`config.mk`:
```
export PLATFORM = sky130hd
export DESIGN_NAME = saw_kickback_detector_core
export DESIGN_NICKNAME = d
export VERILOG_FILES = /design/src/rtl/core/skd_pkg.sv /design/src/rtl/core/saw_kickback_detector_core.sv /design/src/rtl/core/skd_window.sv /design/src/rtl/core/skd_ctrl.sv
export SDC_FILE = /design/constraint.sdc
export NUM_CORES = 1
export LEC_CHECK = 0
export ABC_AREA = 1
export BUFFER_PORTS_ARGS = -buffer_cell sky130_fd_sc_hd__buf_2
export CAP_MARGIN = 25
export CORE_MARGIN = 5
export CORE_UTILIZATION = 68
export DETAILED_ROUTE_END_ITERATION = 10
export PLACE_DENSITY = 0.86
export SLEW_MARGIN = 0
export SYNTH_ARGS = -nofsm -noshare
export SYNTH_HDL_FRONTEND = slang
export SYNTH_SLANG_ARGS = --single-unit
```
`constraint.sdc`:
```
create_clock -name aclk -period 13.4 [get_ports aclk]
set_clock_uncertainty 0.15 [all_clocks]
set_input_delay 0.67 -clock aclk [delete_from_list [all_inputs] [get_ports aclk]]
set_output_delay 0.67 -clock aclk [all_outputs]
set_load 0.02 [all_outputs]
```
`src/rtl/core/skd_pkg.sv`:
```
package skd_pkg;

    // Field widths
    localparam int unsigned SAMPLE_W = 12;
    localparam int unsigned TARGET_W = 16;
    localparam int unsigned THR_W    = 12;
    localparam int unsigned CODE_W   = 2;

    // Largest speed sample, used to size the window sums
    localparam int unsigned SAMPLE_MAX = 4095;

    // Targets of zero or above this value stop the motor
    localparam int unsigned TARGET_MAX = 4096;

    // Default window lengths
    localparam int unsigned SHORT_LEN_DEF = 10;
    localparam int unsigned TREND_LEN_DEF = 4;

    // Register reset values
    localparam logic [THR_W-1:0] FAST_THR_RST = 12'd100;
    localparam logic [THR_W-1:0] ACT_THR_RST  = 12'd50;

    // Configuration register indexes
    localparam logic CFG_FAST_THR = 1'b0;
    localparam logic CFG_ACT_THR  = 1'b1;

    // Motor mode codes as reported on the result channel
    localparam logic [CODE_W-1:0] MODE_OFF      = 2'd0;
    localparam logic [CODE_W-1:0] MODE_INIT     = 2'd1;
    localparam logic [CODE_W-1:0] MODE_STARTING = 2'd2;
    localparam logic [CODE_W-1:0] MODE_RUNNING  = 2'd3;

    // Indicator request codes
    localparam logic [CODE_W-1:0] IND_NONE  = 2'd0;
    localparam logic [CODE_W-1:0] IND_BOTH  = 2'd1;
    localparam logic [CODE_W-1:0] IND_GREEN = 2'd2;
    localparam logic [CODE_W-1:0] IND_RED   = 2'd3;

    typedef enum logic [3:0] {
        ST_OFF   = 4'b0001,
        ST_INIT  = 4'b0010,
        ST_START = 4'b0100,
        ST_RUN   = 4'b1000
    } skd_state_t;

    typedef struct packed {
        logic [CODE_W-1:0] motor_mode;
        logic [CODE_W-1:0] led_request;
        logic              kickback;
        logic              clear_target_request;
    } skd_result_t;

endpackage

```
`src/rtl/core/saw_kickback_detector_core.sv`:
```
// Channel   Direction  Handshake          Payload
// s_        in         s_tvalid/s_tready  s_tuser: new_target_valid
//                                         s_tdata: new_target, speed_sample
// m_        out        m_tvalid/m_tready  m_tdata: motor_mode, led_request,
//                                         kickback, clear_target_request
// cfg_      in         cfg_wr_en          cfg_addr, cfg_wdata
//
// One item per cycle sustained while m_tready is high; m_tvalid rises once the
// item reaches the result register; mode logic and running sums settle in one pass.
// aresetn is synchronous, active low: clears mode, target and both windows,
// and restores the thresholds to fast change 100, activation 50.
// A stalled m_tready holds the result register and one more item in the input
// register; s_tready then drops until the result is taken.
module saw_kickback_detector_core #(
    parameter int unsigned SHORT_LEN = skd_pkg::SHORT_LEN_DEF,
    parameter int unsigned TREND_LEN = skd_pkg::TREND_LEN_DEF
) (
    input  logic                       aclk,
    input  logic                       aresetn,

    input  logic                       s_tvalid,
    output logic                       s_tready,
    input  logic [31:0]                s_tdata,   // [15:0] new_target, [27:16] speed_sample
    input  logic [0:0]                 s_tuser,   // [0] new_target_valid

    output logic                       m_tvalid,
    input  logic                       m_tready,
    output logic [7:0]                 m_tdata,   // [1:0] motor_mode, [3:2] led_request,
                                                  // [4] kickback, [5] clear_target_request

    input  logic                       cfg_wr_en,
    input  logic                       cfg_addr,
    input  logic [skd_pkg::THR_W-1:0]  cfg_wdata
);

    logic                          in_valid_reg;
    logic                          tgt_valid_reg;
    logic [skd_pkg::TARGET_W-1:0]  tgt_reg;
    logic [skd_pkg::SAMPLE_W-1:0]  smp_reg;

    logic                          out_valid_reg;
    skd_pkg::skd_result_t          out_reg;

    logic [skd_pkg::THR_W-1:0]     fast_thr_reg;
    logic [skd_pkg::THR_W-1:0]     act_thr_reg;

    logic                          advance;
    logic                          push_req;
    logic                          trip;
    skd_pkg::skd_result_t          res;

    // Advance the held item into the result register when that slot frees up
    assign advance  = in_valid_reg && (!out_valid_reg || m_tready);
    assign s_tready = !in_valid_reg || advance;

    // Input register: capture a new item, or drop the slot once it advanced
    always_ff @(posedge aclk) begin
        if (!aresetn) begin
            in_valid_reg <= 1'b0;
        end else if (s_tready) begin
            in_valid_reg <= s_tvalid;
        end
    end

    always_ff @(posedge aclk) begin
        if (s_tvalid && s_tready) begin
            tgt_valid_reg <= s_tuser[0];
            tgt_reg       <= s_tdata[15:0];
            smp_reg       <= s_tdata[27:16];
        end
    end

    // The user must write thresholds only while the block is idle; the block does not enforce it
    always_ff @(posedge aclk) begin
        if (!aresetn) begin
            fast_thr_reg <= skd_pkg::FAST_THR_RST;
            act_thr_reg  <= skd_pkg::ACT_THR_RST;
        end else if (cfg_wr_en) begin
            case (cfg_addr)
                skd_pkg::CFG_FAST_THR: fast_thr_reg <= cfg_wdata;
                skd_pkg::CFG_ACT_THR:  act_thr_reg  <= cfg_wdata;
                default: begin
                end
            endcase
        end
    end

    // Mode sequencing and the indicator, kickback and clear requests
    skd_ctrl u_ctrl (
        .aclk      (aclk),
        .aresetn   (aresetn),
        .advance   (advance),
        .tgt_valid (tgt_valid_reg),
        .tgt       (tgt_reg),
        .sample    (smp_reg),
        .act_thr   (act_thr_reg),
        .trip      (trip),
        .push      (push_req),
        .res       (res)
    );

    // Sample window, window of sums and the trip compare; shift only in
    // starting and running, and only when the item actually moves on
    skd_window #(
        .SHORT_LEN (SHORT_LEN),
        .TREND_LEN (TREND_LEN)
    ) u_window (
        .aclk     (aclk),
        .aresetn  (aresetn),
        .push     (advance && push_req),
        .sample   (smp_reg),
        .fast_thr (fast_thr_reg),
        .trip     (trip)
    );

    // Result register: load on advance, hold while the sink stalls
    always_ff @(posedge aclk) begin
        if (!aresetn) begin
            out_valid_reg <= 1'b0;
        end else if (advance) begin
            out_valid_reg <= 1'b1;
        end else if (m_tready) begin
            out_valid_reg <= 1'b0;
        end
    end

    always_ff @(posedge aclk) begin
        if (advance) begin
            out_reg <= res;
        end
    end

    assign m_tvalid = out_valid_reg;
    assign m_tdata  = {2'b00,
                       out_reg.clear_target_request,
                       out_reg.kickback,
                       out_reg.led_request,
                       out_reg.motor_mode};

endmodule

```
`src/rtl/core/skd_window.sv`:
```
module skd_window #(
    parameter int unsigned SHORT_LEN = skd_pkg::SHORT_LEN_DEF,
    parameter int unsigned TREND_LEN = skd_pkg::TREND_LEN_DEF
) (
    input  logic                          aclk,
    input  logic                          aresetn,
    input  logic                          push,
    input  logic [skd_pkg::SAMPLE_W-1:0]  sample,
    input  logic [skd_pkg::THR_W-1:0]     fast_thr,
    output logic                          trip
);

    localparam int unsigned SUM_W = $clog2(SHORT_LEN * skd_pkg::SAMPLE_MAX + 1);
    localparam int unsigned SOS_W = $clog2(SHORT_LEN * TREND_LEN * skd_pkg::SAMPLE_MAX + 1);
    localparam int unsigned LIM_MULT = SHORT_LEN * TREND_LEN;

    logic [skd_pkg::SAMPLE_W-1:0] smp_reg [SHORT_LEN];
    logic [SUM_W-1:0]             avg_reg [TREND_LEN];
    logic [SUM_W-1:0]             sum_reg;
    logic [SUM_W-1:0]             sum_next;
    logic [SOS_W-1:0]             sos_reg;
    logic [SOS_W-1:0]             sos_next;
    logic [SOS_W-1:0]             scaled;
    logic [SOS_W-1:0]             diff;
    logic [SOS_W-1:0]             limit;

    // Running sums: drop the oldest entry, add the newest
    always_comb begin
        sum_next = sum_reg + SUM_W'(sample) - SUM_W'(smp_reg[0]);
        sos_next = sos_reg + SOS_W'(sum_next) - SOS_W'(avg_reg[0]);
        scaled   = SOS_W'(sum_next) * SOS_W'(TREND_LEN);
        if (sos_next >= scaled) begin
            diff = sos_next - scaled;
        end else begin
            diff = scaled - sos_next;
        end
        limit = SOS_W'(fast_thr) * SOS_W'(LIM_MULT);
        trip  = diff > limit;
    end

    always_ff @(posedge aclk) begin
        if (!aresetn) begin
            for (int i = 0; i < SHORT_LEN; i++) begin
                smp_reg[i] <= '0;
            end
            for (int i = 0; i < TREND_LEN; i++) begin
                avg_reg[i] <= '0;
            end
            sum_reg <= '0;
            sos_reg <= '0;
        end else if (push) begin
            for (int i = 0; i + 1 < SHORT_LEN; i++) begin
                smp_reg[i] <= smp_reg[i+1];
            end
            smp_reg[SHORT_LEN-1] <= sample;
            for (int i = 0; i + 1 < TREND_LEN; i++) begin
                avg_reg[i] <= avg_reg[i+1];
            end
            avg_reg[TREND_LEN-1] <= sum_next;
            sum_reg <= sum_next;
            sos_reg <= sos_next;
        end
    end

endmodule

```
`src/rtl/core/skd_ctrl.sv`:
```
module skd_ctrl (
    input  logic                          aclk,
    input  logic                          aresetn,
    input  logic                          advance,
    input  logic                          tgt_valid,
    input  logic [skd_pkg::TARGET_W-1:0]  tgt,
    input  logic [skd_pkg::SAMPLE_W-1:0]  sample,
    input  logic [skd_pkg::THR_W-1:0]     act_thr,
    input  logic                          trip,
    output logic                          push,
    output skd_pkg::skd_result_t          res
);

    skd_pkg::skd_state_t state_reg;
    skd_pkg::skd_state_t state_next;
    skd_pkg::skd_state_t state_eff;
    logic [skd_pkg::TARGET_W-1:0] target_reg;
    logic [skd_pkg::TARGET_W-1:0] target_next;
    logic [skd_pkg::TARGET_W-1:0] smp_ext;
    logic [skd_pkg::TARGET_W-1:0] spd_err;
    logic                         stop;
    logic                         at_speed;

    always_comb begin
        target_next = tgt_valid ? tgt : target_reg;
        stop = (tgt == '0) ||
               ({1'b0, tgt} > (skd_pkg::TARGET_W + 1)'(skd_pkg::TARGET_MAX));
        if (tgt_valid) begin
            state_eff = stop ? skd_pkg::ST_OFF : skd_pkg::ST_INIT;
        end else begin
            state_eff = state_reg;
        end

        smp_ext = skd_pkg::TARGET_W'(sample);
        if (smp_ext >= target_next) begin
            spd_err = smp_ext - target_next;
        end else begin
            spd_err = target_next - smp_ext;
        end
        at_speed = spd_err < skd_pkg::TARGET_W'(act_thr);

        push                     = 1'b0;
        state_next               = state_eff;
        res.led_request          = skd_pkg::IND_NONE;
        res.kickback             = 1'b0;
        res.clear_target_request = 1'b0;
        case (state_eff)
            skd_pkg::ST_INIT: begin
                res.led_request = skd_pkg::IND_BOTH;
                state_next      = skd_pkg::ST_START;
            end
            skd_pkg::ST_START: begin
                push = 1'b1;
                if (at_speed) begin
                    res.led_request = skd_pkg::IND_GREEN;
                    state_next      = skd_pkg::ST_RUN;
                end
            end
            skd_pkg::ST_RUN: begin
                push = 1'b1;
                if (trip) begin
                    res.led_request          = skd_pkg::IND_RED;
                    res.kickback             = 1'b1;
                    res.clear_target_request = 1'b1;
                    state_next               = skd_pkg::ST_OFF;
                end
            end
            default: begin
                state_next = skd_pkg::ST_OFF;
            end
        endcase

        case (state_next)
            skd_pkg::ST_START: res.motor_mode = skd_pkg::MODE_STARTING;
            skd_pkg::ST_RUN:   res.motor_mode = skd_pkg::MODE_RUNNING;
            skd_pkg::ST_INIT:  res.motor_mode = skd_pkg::MODE_INIT;
            default:           res.motor_mode = skd_pkg::MODE_OFF;
        endcase
    end

    always_ff @(posedge aclk) begin
        if (!aresetn) begin
            state_reg  <= skd_pkg::ST_OFF;
            target_reg <= '0;
        end else if (advance) begin
            state_reg  <= state_next;
            target_reg <= target_next;
        end
    end

endmodule

```
* Word level (Yosys, flattened, before mapping)
Memory sizes are Yosys's and may differ from the RTL's. Index checks and enable logic that the tools add are counted.
Word-level totals: flip-flop bits (word level) 115, bits in writable memories 184, input bits 51, output and inout bits 10, word-level logic and storage cells 98, memories 2
Memory list:
- u_window.smp_reg | words 10, bits a word 12, read ports 10, clocked after Yosys merged registers in 0, wr ports 10, RTL line skd_window.sv:17 | logic [skd_pkg::SAMPLE_W-1:0] smp_reg [SHORT_LEN];
- u_window.avg_reg | words 4, bits a word 16, read ports 4, clocked after Yosys merged registers in 0, wr ports 4, RTL line skd_window.sv:18 | logic [SUM_W-1:0] avg_reg [TREND_LEN];
Operators by class: $add $sub $neg 8, multiply operators 1, magnitude comparators 5, equality and inequality tests 6, multiplexer cells 33, bitwise logic cells 15, reduce and logical (&&, ||, !) cells 13
Operators by type and width (count):
- 12-bit two-way mux | 10
- 16-bit two-way mux | 6
- 18-bit subtractor | 2
- 16-bit by 12-bit subtractor with 16-bit output | 2
- 18-bit by 16-bit adder with 18-bit output | 1
- 18-bit >= comparator | 1
- 18-bit greater-than comparator | 1
- 18-bit two-way mux | 1
- 18-bit by 16-bit subtractor with 18-bit output | 1
- 16-bit by 12-bit adder with 16-bit output | 1
- 12-bit by 16-bit >= comparator with 1-bit output | 1
- 16-bit by 13-bit greater-than comparator with 1-bit output, second input constant | 1
- 16-bit logical NOT | 1
- 16-bit by 12-bit less-than comparator with 1-bit output | 1
- 4-bit two-way mux | 4
- 12-bit by 16-bit subtractor with 16-bit output | 1
- 12-bit by 3-bit multiplier with 15-bit output, second input constant | 1
- 1-bit bitwise OR | 14
- 2-bit case mux with 3 select lines | 2
- 4-bit case mux with 3 select lines | 1
- 4-bit by 2-bit == test with 1-bit output, second input constant | 2
- 4-bit by 3-bit == test with 1-bit output, second input constant | 2
- 4-bit == test, second input constant | 2
- 1-bit two-way mux | 7
- 8 further kinds | 15

* Depth between registers and ports, before layout
Gate-level depths: netlist of run 1.
depth after elaboration 12, gate-level depth with buffers 50

* By module
A second synthesis of run 1 with hierarchy kept.
Unflattened totals: cell total of the unflattened synthesis 2426, area total of the unflattened synthesis 18941.9 um2
By module, submodules not included:
- skd_window | instances 1, cells each 1701, area an instance 13758.2 um2, sequential area each 6206.0 um2
- skd_ctrl | instances 1, cells each 545, area an instance 3085.5 um2, sequential area each 400.4 um2
- saw_kickback_detector_core | instances 1, cells each 180, area an instance 2098.3 um2, sequential area each 1571.5 um2

* Worst setup path after synthesis of run 1
Ideal clock, no wire load.
kind register to register, from register smp_reg[1] in the netlist's numbering, to register out_reg (netlist bit m_tdata[0]) (data pin), library setup time 0.252 ns, data arrival time 6.783 ns, path slack 6.216 ns, cell stages (with the launch flop) 41, cell sequence edfxtp_1 > inv_1 > fa_1 > fa_1 > nand3b_1 > nand2_1 > nand2_1 > o211ai_1 > a21boi_1 > o31ai_1 > xor2_1 > inv_1 > fa_1 > ha_1 > nand2_1 > nor3_1 > nor3b_1 > nand4_1 > (+5 left out) > a221oi_1 > nand3_2 > buf_4 > o21ai_0 > xnor2_1 > inv_1 > ha_1 > nand2_1 > o21ai_0 > nand2_1 > o211ai_1 > nand2_1 > nand3_1 > nand2_1 > nor2_1 > a21oi_1 > nand3_2 > inv_1
RTL lines:
- from (decl) | RTL line saw_kickback_detector_core.sv:39 | logic [skd_pkg::SAMPLE_W-1:0] smp_reg;
- from (signal assigned) | RTL line saw_kickback_detector_core.sv:69 | smp_reg <= s_tdata[27:16];
- to (signal assigned) | RTL line saw_kickback_detector_core.sv:129 | out_reg <= res;
- to (decl) | RTL line saw_kickback_detector_core.sv:42 | skd_pkg::skd_result_t out_reg;

==> results of run 1 <==
[power by group]
group	switching (mW)	total [mW]	internal (mW)
registers	0.0168	1.04	1.02
logic	1.12	1.72	0.598
clock network	0.352	0.815	0.463
[routing by layer]
layer	up-vias	track usage	wire (um)
met5	-	0	0
met4	0	0.08302	1134
met3	83	0.03258	1898
met2	337	0.4612	19330
met1	6212	0.3470	16140
li1	6575	-	-
[metrics by stage]
stage | utilization | worst slack [ns] | total power, mW | std cells | area (sq um)
global placement | 0.7007 | 4.579 | 2.716 | 2372 | 18100
global route | 0.7408 | 3.540 | 3.839 | 2429 | 19140
CTS | 0.7386 | 4.296 | 3.570 | 2427 | 19080
finish | 0.7408 | 4.139 | 3.571 | 2429 | 19140
floorplan | - | 6.216 | 2.324 | 2033 | 17650
detailed placement | 0.7017 | 4.378 | 2.750 | 2373 | 18130
[area by class of cell]
class | count | area [sq um]
well taps | 335 | 419.2
clock inverters | 14 | 146.4
multi-input cells | 1233 | 7555
inverters | 450 | 1697
fillers | 1853 | 6698
clock buffers | 40 | 807.0
repair buffers | 59 | 367.9
flip-flops and latches | 298 | 8148
[cells by family (layout without fill, tap and decap cells)]
family	count (synthesis)	in the layout	share of synthesized area
and+or+nand+nor	675	675	0.1596
adders and majority gates	167	167	0.1321
buffers and inverters	502	563	0.1109
AOI/OAI and AO/OA	319	319	0.1006
other	1	2	0.0002126
muxes	1	1	0.0005674
xor gates and xnor gates	69	69	0.03426
DFF	298	298	0.4618
[worst paths after layout]
check / startpoint / to / slack (ns) / depth (start not counted)
max: smp_reg[1] / m_tdata[0] / 4.14 / 36
min: s_tdata[15] / tgt_reg[15] / 0.12 / 1
max reg2reg: smp_reg[1] / m_tdata[0] / 4.14 / 36
min reg2reg: act_thr_reg[2] / act_thr_reg[2] / 0.32 / 2
[critical path, delay by kind of cell, from the launching register on]
kind | cells | cell delay, ns
flops | 1 | 0.47
xor+xnor | 3 | 0.91
compound gates | 6 | 1.59
fa+ha+maj | 6 | 2.47
simple gates | 17 | 2.90
buf+inv | 4 | 0.62
[placed cells by master, fill, tap and decap left out, types with 12 or more instances in the layout]
cell type | netlist | layout
xnor2_1 | 21 | 21
edfxtp_1 | 218 | 218
xor2_1 | 48 | 48
clkbuf_16 | 0 | 29
ha_1 | 135 | 135
inv_1 | 445 | 445
nor3_1 | 12 | 12
buf_2 | 22 | 54
o22ai_1 | 26 | 26
nand3_1 | 55 | 55
fa_1 | 32 | 32
dfxtp_1 | 80 | 80
nand2_2 | 13 | 12
nand4_1 | 13 | 13
a21oi_1 | 133 | 133
o21ai_0 | 93 | 93
nor2_1 | 265 | 265
nand2_1 | 286 | 286
==> metrics, run 1 <==
top cells by count, synth=inv_1, nand2_1, nor2_1; Ports=61; final setup fails=0; layout cell share with drive strength beyond 1=0.07116; vias in the first global route=13020; GRT Total Usage=0.2642; CTS tree=done; worst setup path category=reg2reg; CTS Buf Count=29; DR pass1 iterations=5; worst-margin pin slew=1.026 ns; DR iter-0 viols=910; height of the die=171.1 um; cts repair resizes=0; Clock Pin Slew Worst Setup and Hold Paths=0.07 ns; Die Width=171.1 um; Avg Inst Size Synth=8.682 sq um; Final Cycle Share=0.6911; largest net degree at the start of global routing=117; Nets=2289; Slowest cell on crit path=fa_1; worst hold path class=in2reg; Final Max Tran Viols=0; Hold WS=0.1196 ns; Worst-Skew Late Latency=0.57 ns; Yosys warning total=0; area leader, netlist=edfxtp_1; crit path capture type=register; status=completed; Max Freq=108.0 MHz; CP max FO=20; ys async rst share=0; DR vias=13210; RSZ-0062 raised after global routing=no; WL per Instance=15.85 um; Seq/Total Area, Yosys=0.4618; Synth-to-Final Area Change=8.489%; Area contributors post-synth=edfxtp_1, ha_1, inv_1, dfxtp_1, nand2_1; most numerous cell in the Yosys netlist=inv_1; max reg flops=120; min cycle time layout=9.261 ns; required time of the worst setup path=13.69 ns; first-pass GRT wire length=62580 um; critical path arrival=9.55 ns; Die ar.=0.02926 sq mm; top cell type's share of synthesized area=0.3711; Longest Clk Path Bufs=3; Worst IR Drop VDD=0.2490 mV; Fin. Hold Viols=0; Core Region=0.02584 sq mm; Initial Utilization=0.6828; # rows=59; Static Leak=9.024 nW; hold_buf cts=0; cell mode on critical path=nand2_1; initial antenna violation count=0; max-cap viol count=0; Most used DFF post-synth=edfxtp_1; Root Buffer=clkbuf_16; Vias/cell=5.437; CP peak stage delay=0.51 ns; hpwl dp=27620 um; Total Neg Setup Slack=0 ns; clock sink count=298; Power Density=186.6 mW/mm^2; I/O Buffers=54; count of cell types in the netlist=51; final WL=38500 um; remaining antenna violation count=0; Placer Congestion=0.9527; number of diodes=0; Post-CTS Setup Inserts=0; global route total overflow=0; post-synthesis instance total=2032; Cell Area, Synth=0.01764 sq mm; drt drc=0; Setup crit start kind=register; CTS HTree Levels=1; count of state elements after synthesis=298; Post-synth EDFFs=218; slew margin rel.=0.3158
Power figures use the tool's default switching activity.
==> run 2, diff against run 1 <==
--- a/config.mk
+++ b/config.mk
@@ -9,9 +9,9 @@
 export BUFFER_PORTS_ARGS = -buffer_cell sky130_fd_sc_hd__buf_2
 export CAP_MARGIN = 25
 export CORE_MARGIN = 5
-export CORE_UTILIZATION = 68
+export CORE_UTILIZATION = 57
 export DETAILED_ROUTE_END_ITERATION = 10
-export PLACE_DENSITY = 0.86
+export PLACE_DENSITY = 0.77
 export SLEW_MARGIN = 0
 export SYNTH_ARGS = -nofsm -noshare
 export SYNTH_HDL_FRONTEND = slang
==> constraint.sdc (replaced) <==
create_clock -name aclk -period 8.1 [get_ports aclk]
set_clock_uncertainty 0.15 [all_clocks]
set_input_delay 0.405 -clock aclk [delete_from_list [all_inputs] [get_ports aclk]]
set_output_delay 0.405 -clock aclk [all_outputs]
set_load 0.02 [all_outputs]
==> run 2 against run 1 <==
Flip-flop and latch count is the same. Global-route usage shrank 3.1 points. Die area grew 18%. Design area grew 6.6%. Setup slack lost 3.7 ns. Total power grew 77%. Non-clock buffer count grew 94. Core utilization shrank 7.4 points. Critical endpoint is now m_tdata[3]. Highest routed layer unchanged.
==> metrics, run 2 (synthesized netlist as in run 1, its figures left out) <==
grt met2 use=0.3995 (-0.06173); final WL=40370 um (+4.9%); Initial Utilization=0.5767 (-0.1061); I/O Buffers=54 (unchanged); remaining antenna violation count=0 (unchanged); Die Width=185.9 um (+8.7%); CP max FO=10 (-50%); FF-to-FF End=m_tdata[3]; # rows=64 (+8.5%); Vias/cell=5.185 (-4.6%); Min-Delay Path Depth=4 (+3); worst setup path category=reg2reg; max reg flops=120 (unchanged); sw frac=0.4135 (-0.002640); crit path capture type=register; final setup fails=0 (unchanged); Longest Clk Path Bufs=3 (unchanged); path depth of the worst reg2reg path=44 (+22%); Die ar.=0.03457 sq mm (+18%); Worst-Skew Late Latency=0.58 ns (about the same); met1 usage=0.3104 (-0.03653); Slowest cell on crit path=fa_1; required time of the worst setup path=8.24 ns (-5.45 ns); DR pass1 iterations=5 (unchanged); max-cap viol count=0 (unchanged); DR vias=13410 (+1.5%); worst setup margin=0.4136 ns (-3.725 ns); Clock Pin Slew Worst Setup and Hold Paths=0.07 ns (about the same); worst-margin pin slew=0.8806 ns (-0.1457 ns); met3 Resource Use GR=0.03049 (-0.002092); Clk pwr share=0.219 (-0.009); worst hold path class=in2reg; CTS Buf Count=30 (+3.4%); most common cell after layout, fill and taps aside=inv_1; clock sink count=298 (unchanged); most frequent cells in the layout=inv_1, nand2_1, nor2_1, edfxtp_1, a21oi_1; Worst IR Drop VDD=0.2099 mV (-16%); Static Leak=9.520 nW (+5.5%); cell mode on critical path=nand2_1; Final Max Tran Viols=0 (unchanged); critical path arrival=7.83 ns (-1.72 ns); slew margin rel.=0.4129 (+0.09717); Root Buffer=clkbuf_16; global route total overflow=0 (unchanged); Net Switching=2.620 mW (+76%); largest net degree at the start of global routing=144 (+23%); status=completed; share of total power in combinational logic=0.510 (+0.029); CTS HTree Levels=1 (unchanged); DR iter-0 viols=909 (-0.11%); WL per Instance=15.61 um (-1.5%); drt drc=0 (unchanged); min cycle time layout=7.686 ns (-1.575 ns); number of diodes=0 (unchanged); Ports=61 (unchanged); hpwl dp=28700 um (+3.9%); initial antenna violation count=0 (unchanged); layout cell share with drive strength beyond 1=0.1151 (+0.04391); vias in the first global route=13290 (+2.1%); Worst R2R Start=smp_reg[1]; Final Cycle Share=0.9489 (+0.2578); Core Region=0.03059 sq mm (+18%); Max Freq=130.1 MHz (+20%); first-pass GRT wire length=64920 um (+3.7%); Setup WS pre-CTS=-0.04564 ns (-4.424 ns); Power Total=6.334 mW (+77%); Fin. Hold Viols=0 (unchanged); Setup crit start kind=register; CP startpoint=smp_reg[1]; Nets=2384 (+4.2%); height of the die=185.9 um (+8.7%); Power Density=310.5 mW/mm^2 (+66%); Power Internal=3.715 mW (+78%); Synth-to-Final Area Change=15.63%; CTS tree=done; GRT busiest layer=met2; R2R setup slack=0.41 ns (-3.73 ns); Placer Congestion=0.9620 (+0.98%); CP peak stage delay=0.51 ns (about the same); Critical Path End=m_tdata[3]; GRT Total Usage=0.2332 (-0.03100); hold path startpoint=m_tready; Seq pwr share=0.271 (-0.020)
run 2: repair_timing:
item,in CTS,in global routing
gates resized for setup,3,64
hold endpoints to repair,46,0
setup endpoints to repair,4,7
pin swaps,0,17
buffers inserted,0,6
hold buffers,42,0
run 2: power by group through the flow:
stage / clock network [mW] / logic, mW / registers [mW]
after floorplan: 0 / 2.10 / 1.75
after global placement: 0 / 2.93 / 1.75
after detailed placement: 0 / 2.97 / 1.75
after CTS: 1.41 / 3.02 / 1.72
after global routing: 1.48 / 3.65 / 1.72
final: 1.39 / 3.23 / 1.72
run 2: worst min path at each step:
stage / to / slack, ns
2_1_floorplan: u_ctrl.state_reg[1] / 0.27
3_3_place_gp: u_ctrl.state_reg[1] / 0.29
4_1_cts: m_tvalid / 0.02
3_5_place_dp: u_ctrl.state_reg[1] / 0.29
5_1_grt: m_tvalid / 0.03
6_report: m_tvalid / 0.04
run 2: worst max-delay path, delay by kind of cell, from the launching register on:
kind / cells / cell delay (ns)
and+or+nand+nor: 18 / 1.80
DFF: 1 / 0.40
xor gates and xnor gates: 2 / 0.49
buffers and inverters: 9 / 1.00
adders and majority gates: 6 / 2.38
AOI/OAI and AO/OA: 9 / 1.21
run 2: layout make-up:
type,count,area [sq um]
fill,2425,10190
clock buffer,38,802.0
clock inverter,18,197.7
multi-input combinational,1233,7858
inverter,450,1697
timing repair buffer,153,1202
tap,396,495.5
sequential,298,8148
run 2: per-layer routing:
| metal | part of all wire | vias up |
|---|---|---|
| met5 | 0 | - |
| met4 | 0.032 | 0 |
| met3 | 0.049 | 86 |
| met2 | 0.49 | 339 |
| met1 | 0.43 | 6232 |
| li1 | - | 6752 |
run 2: through the flow:
step,cells,util,area (sq um),TNS [ns],hold WS (ns)
floorplan,2033,-,17650,0,0.2737
CTS,2576,0.6523,19950,0,0.01869
finish,2586,0.6669,20400,0,0.03534
detailed placement,2478,0.6054,18520,-0.1090,0.2889
global placement,2478,0.6054,18520,0,0.2858
global route,2586,0.6669,20400,-0.05692,0.03382
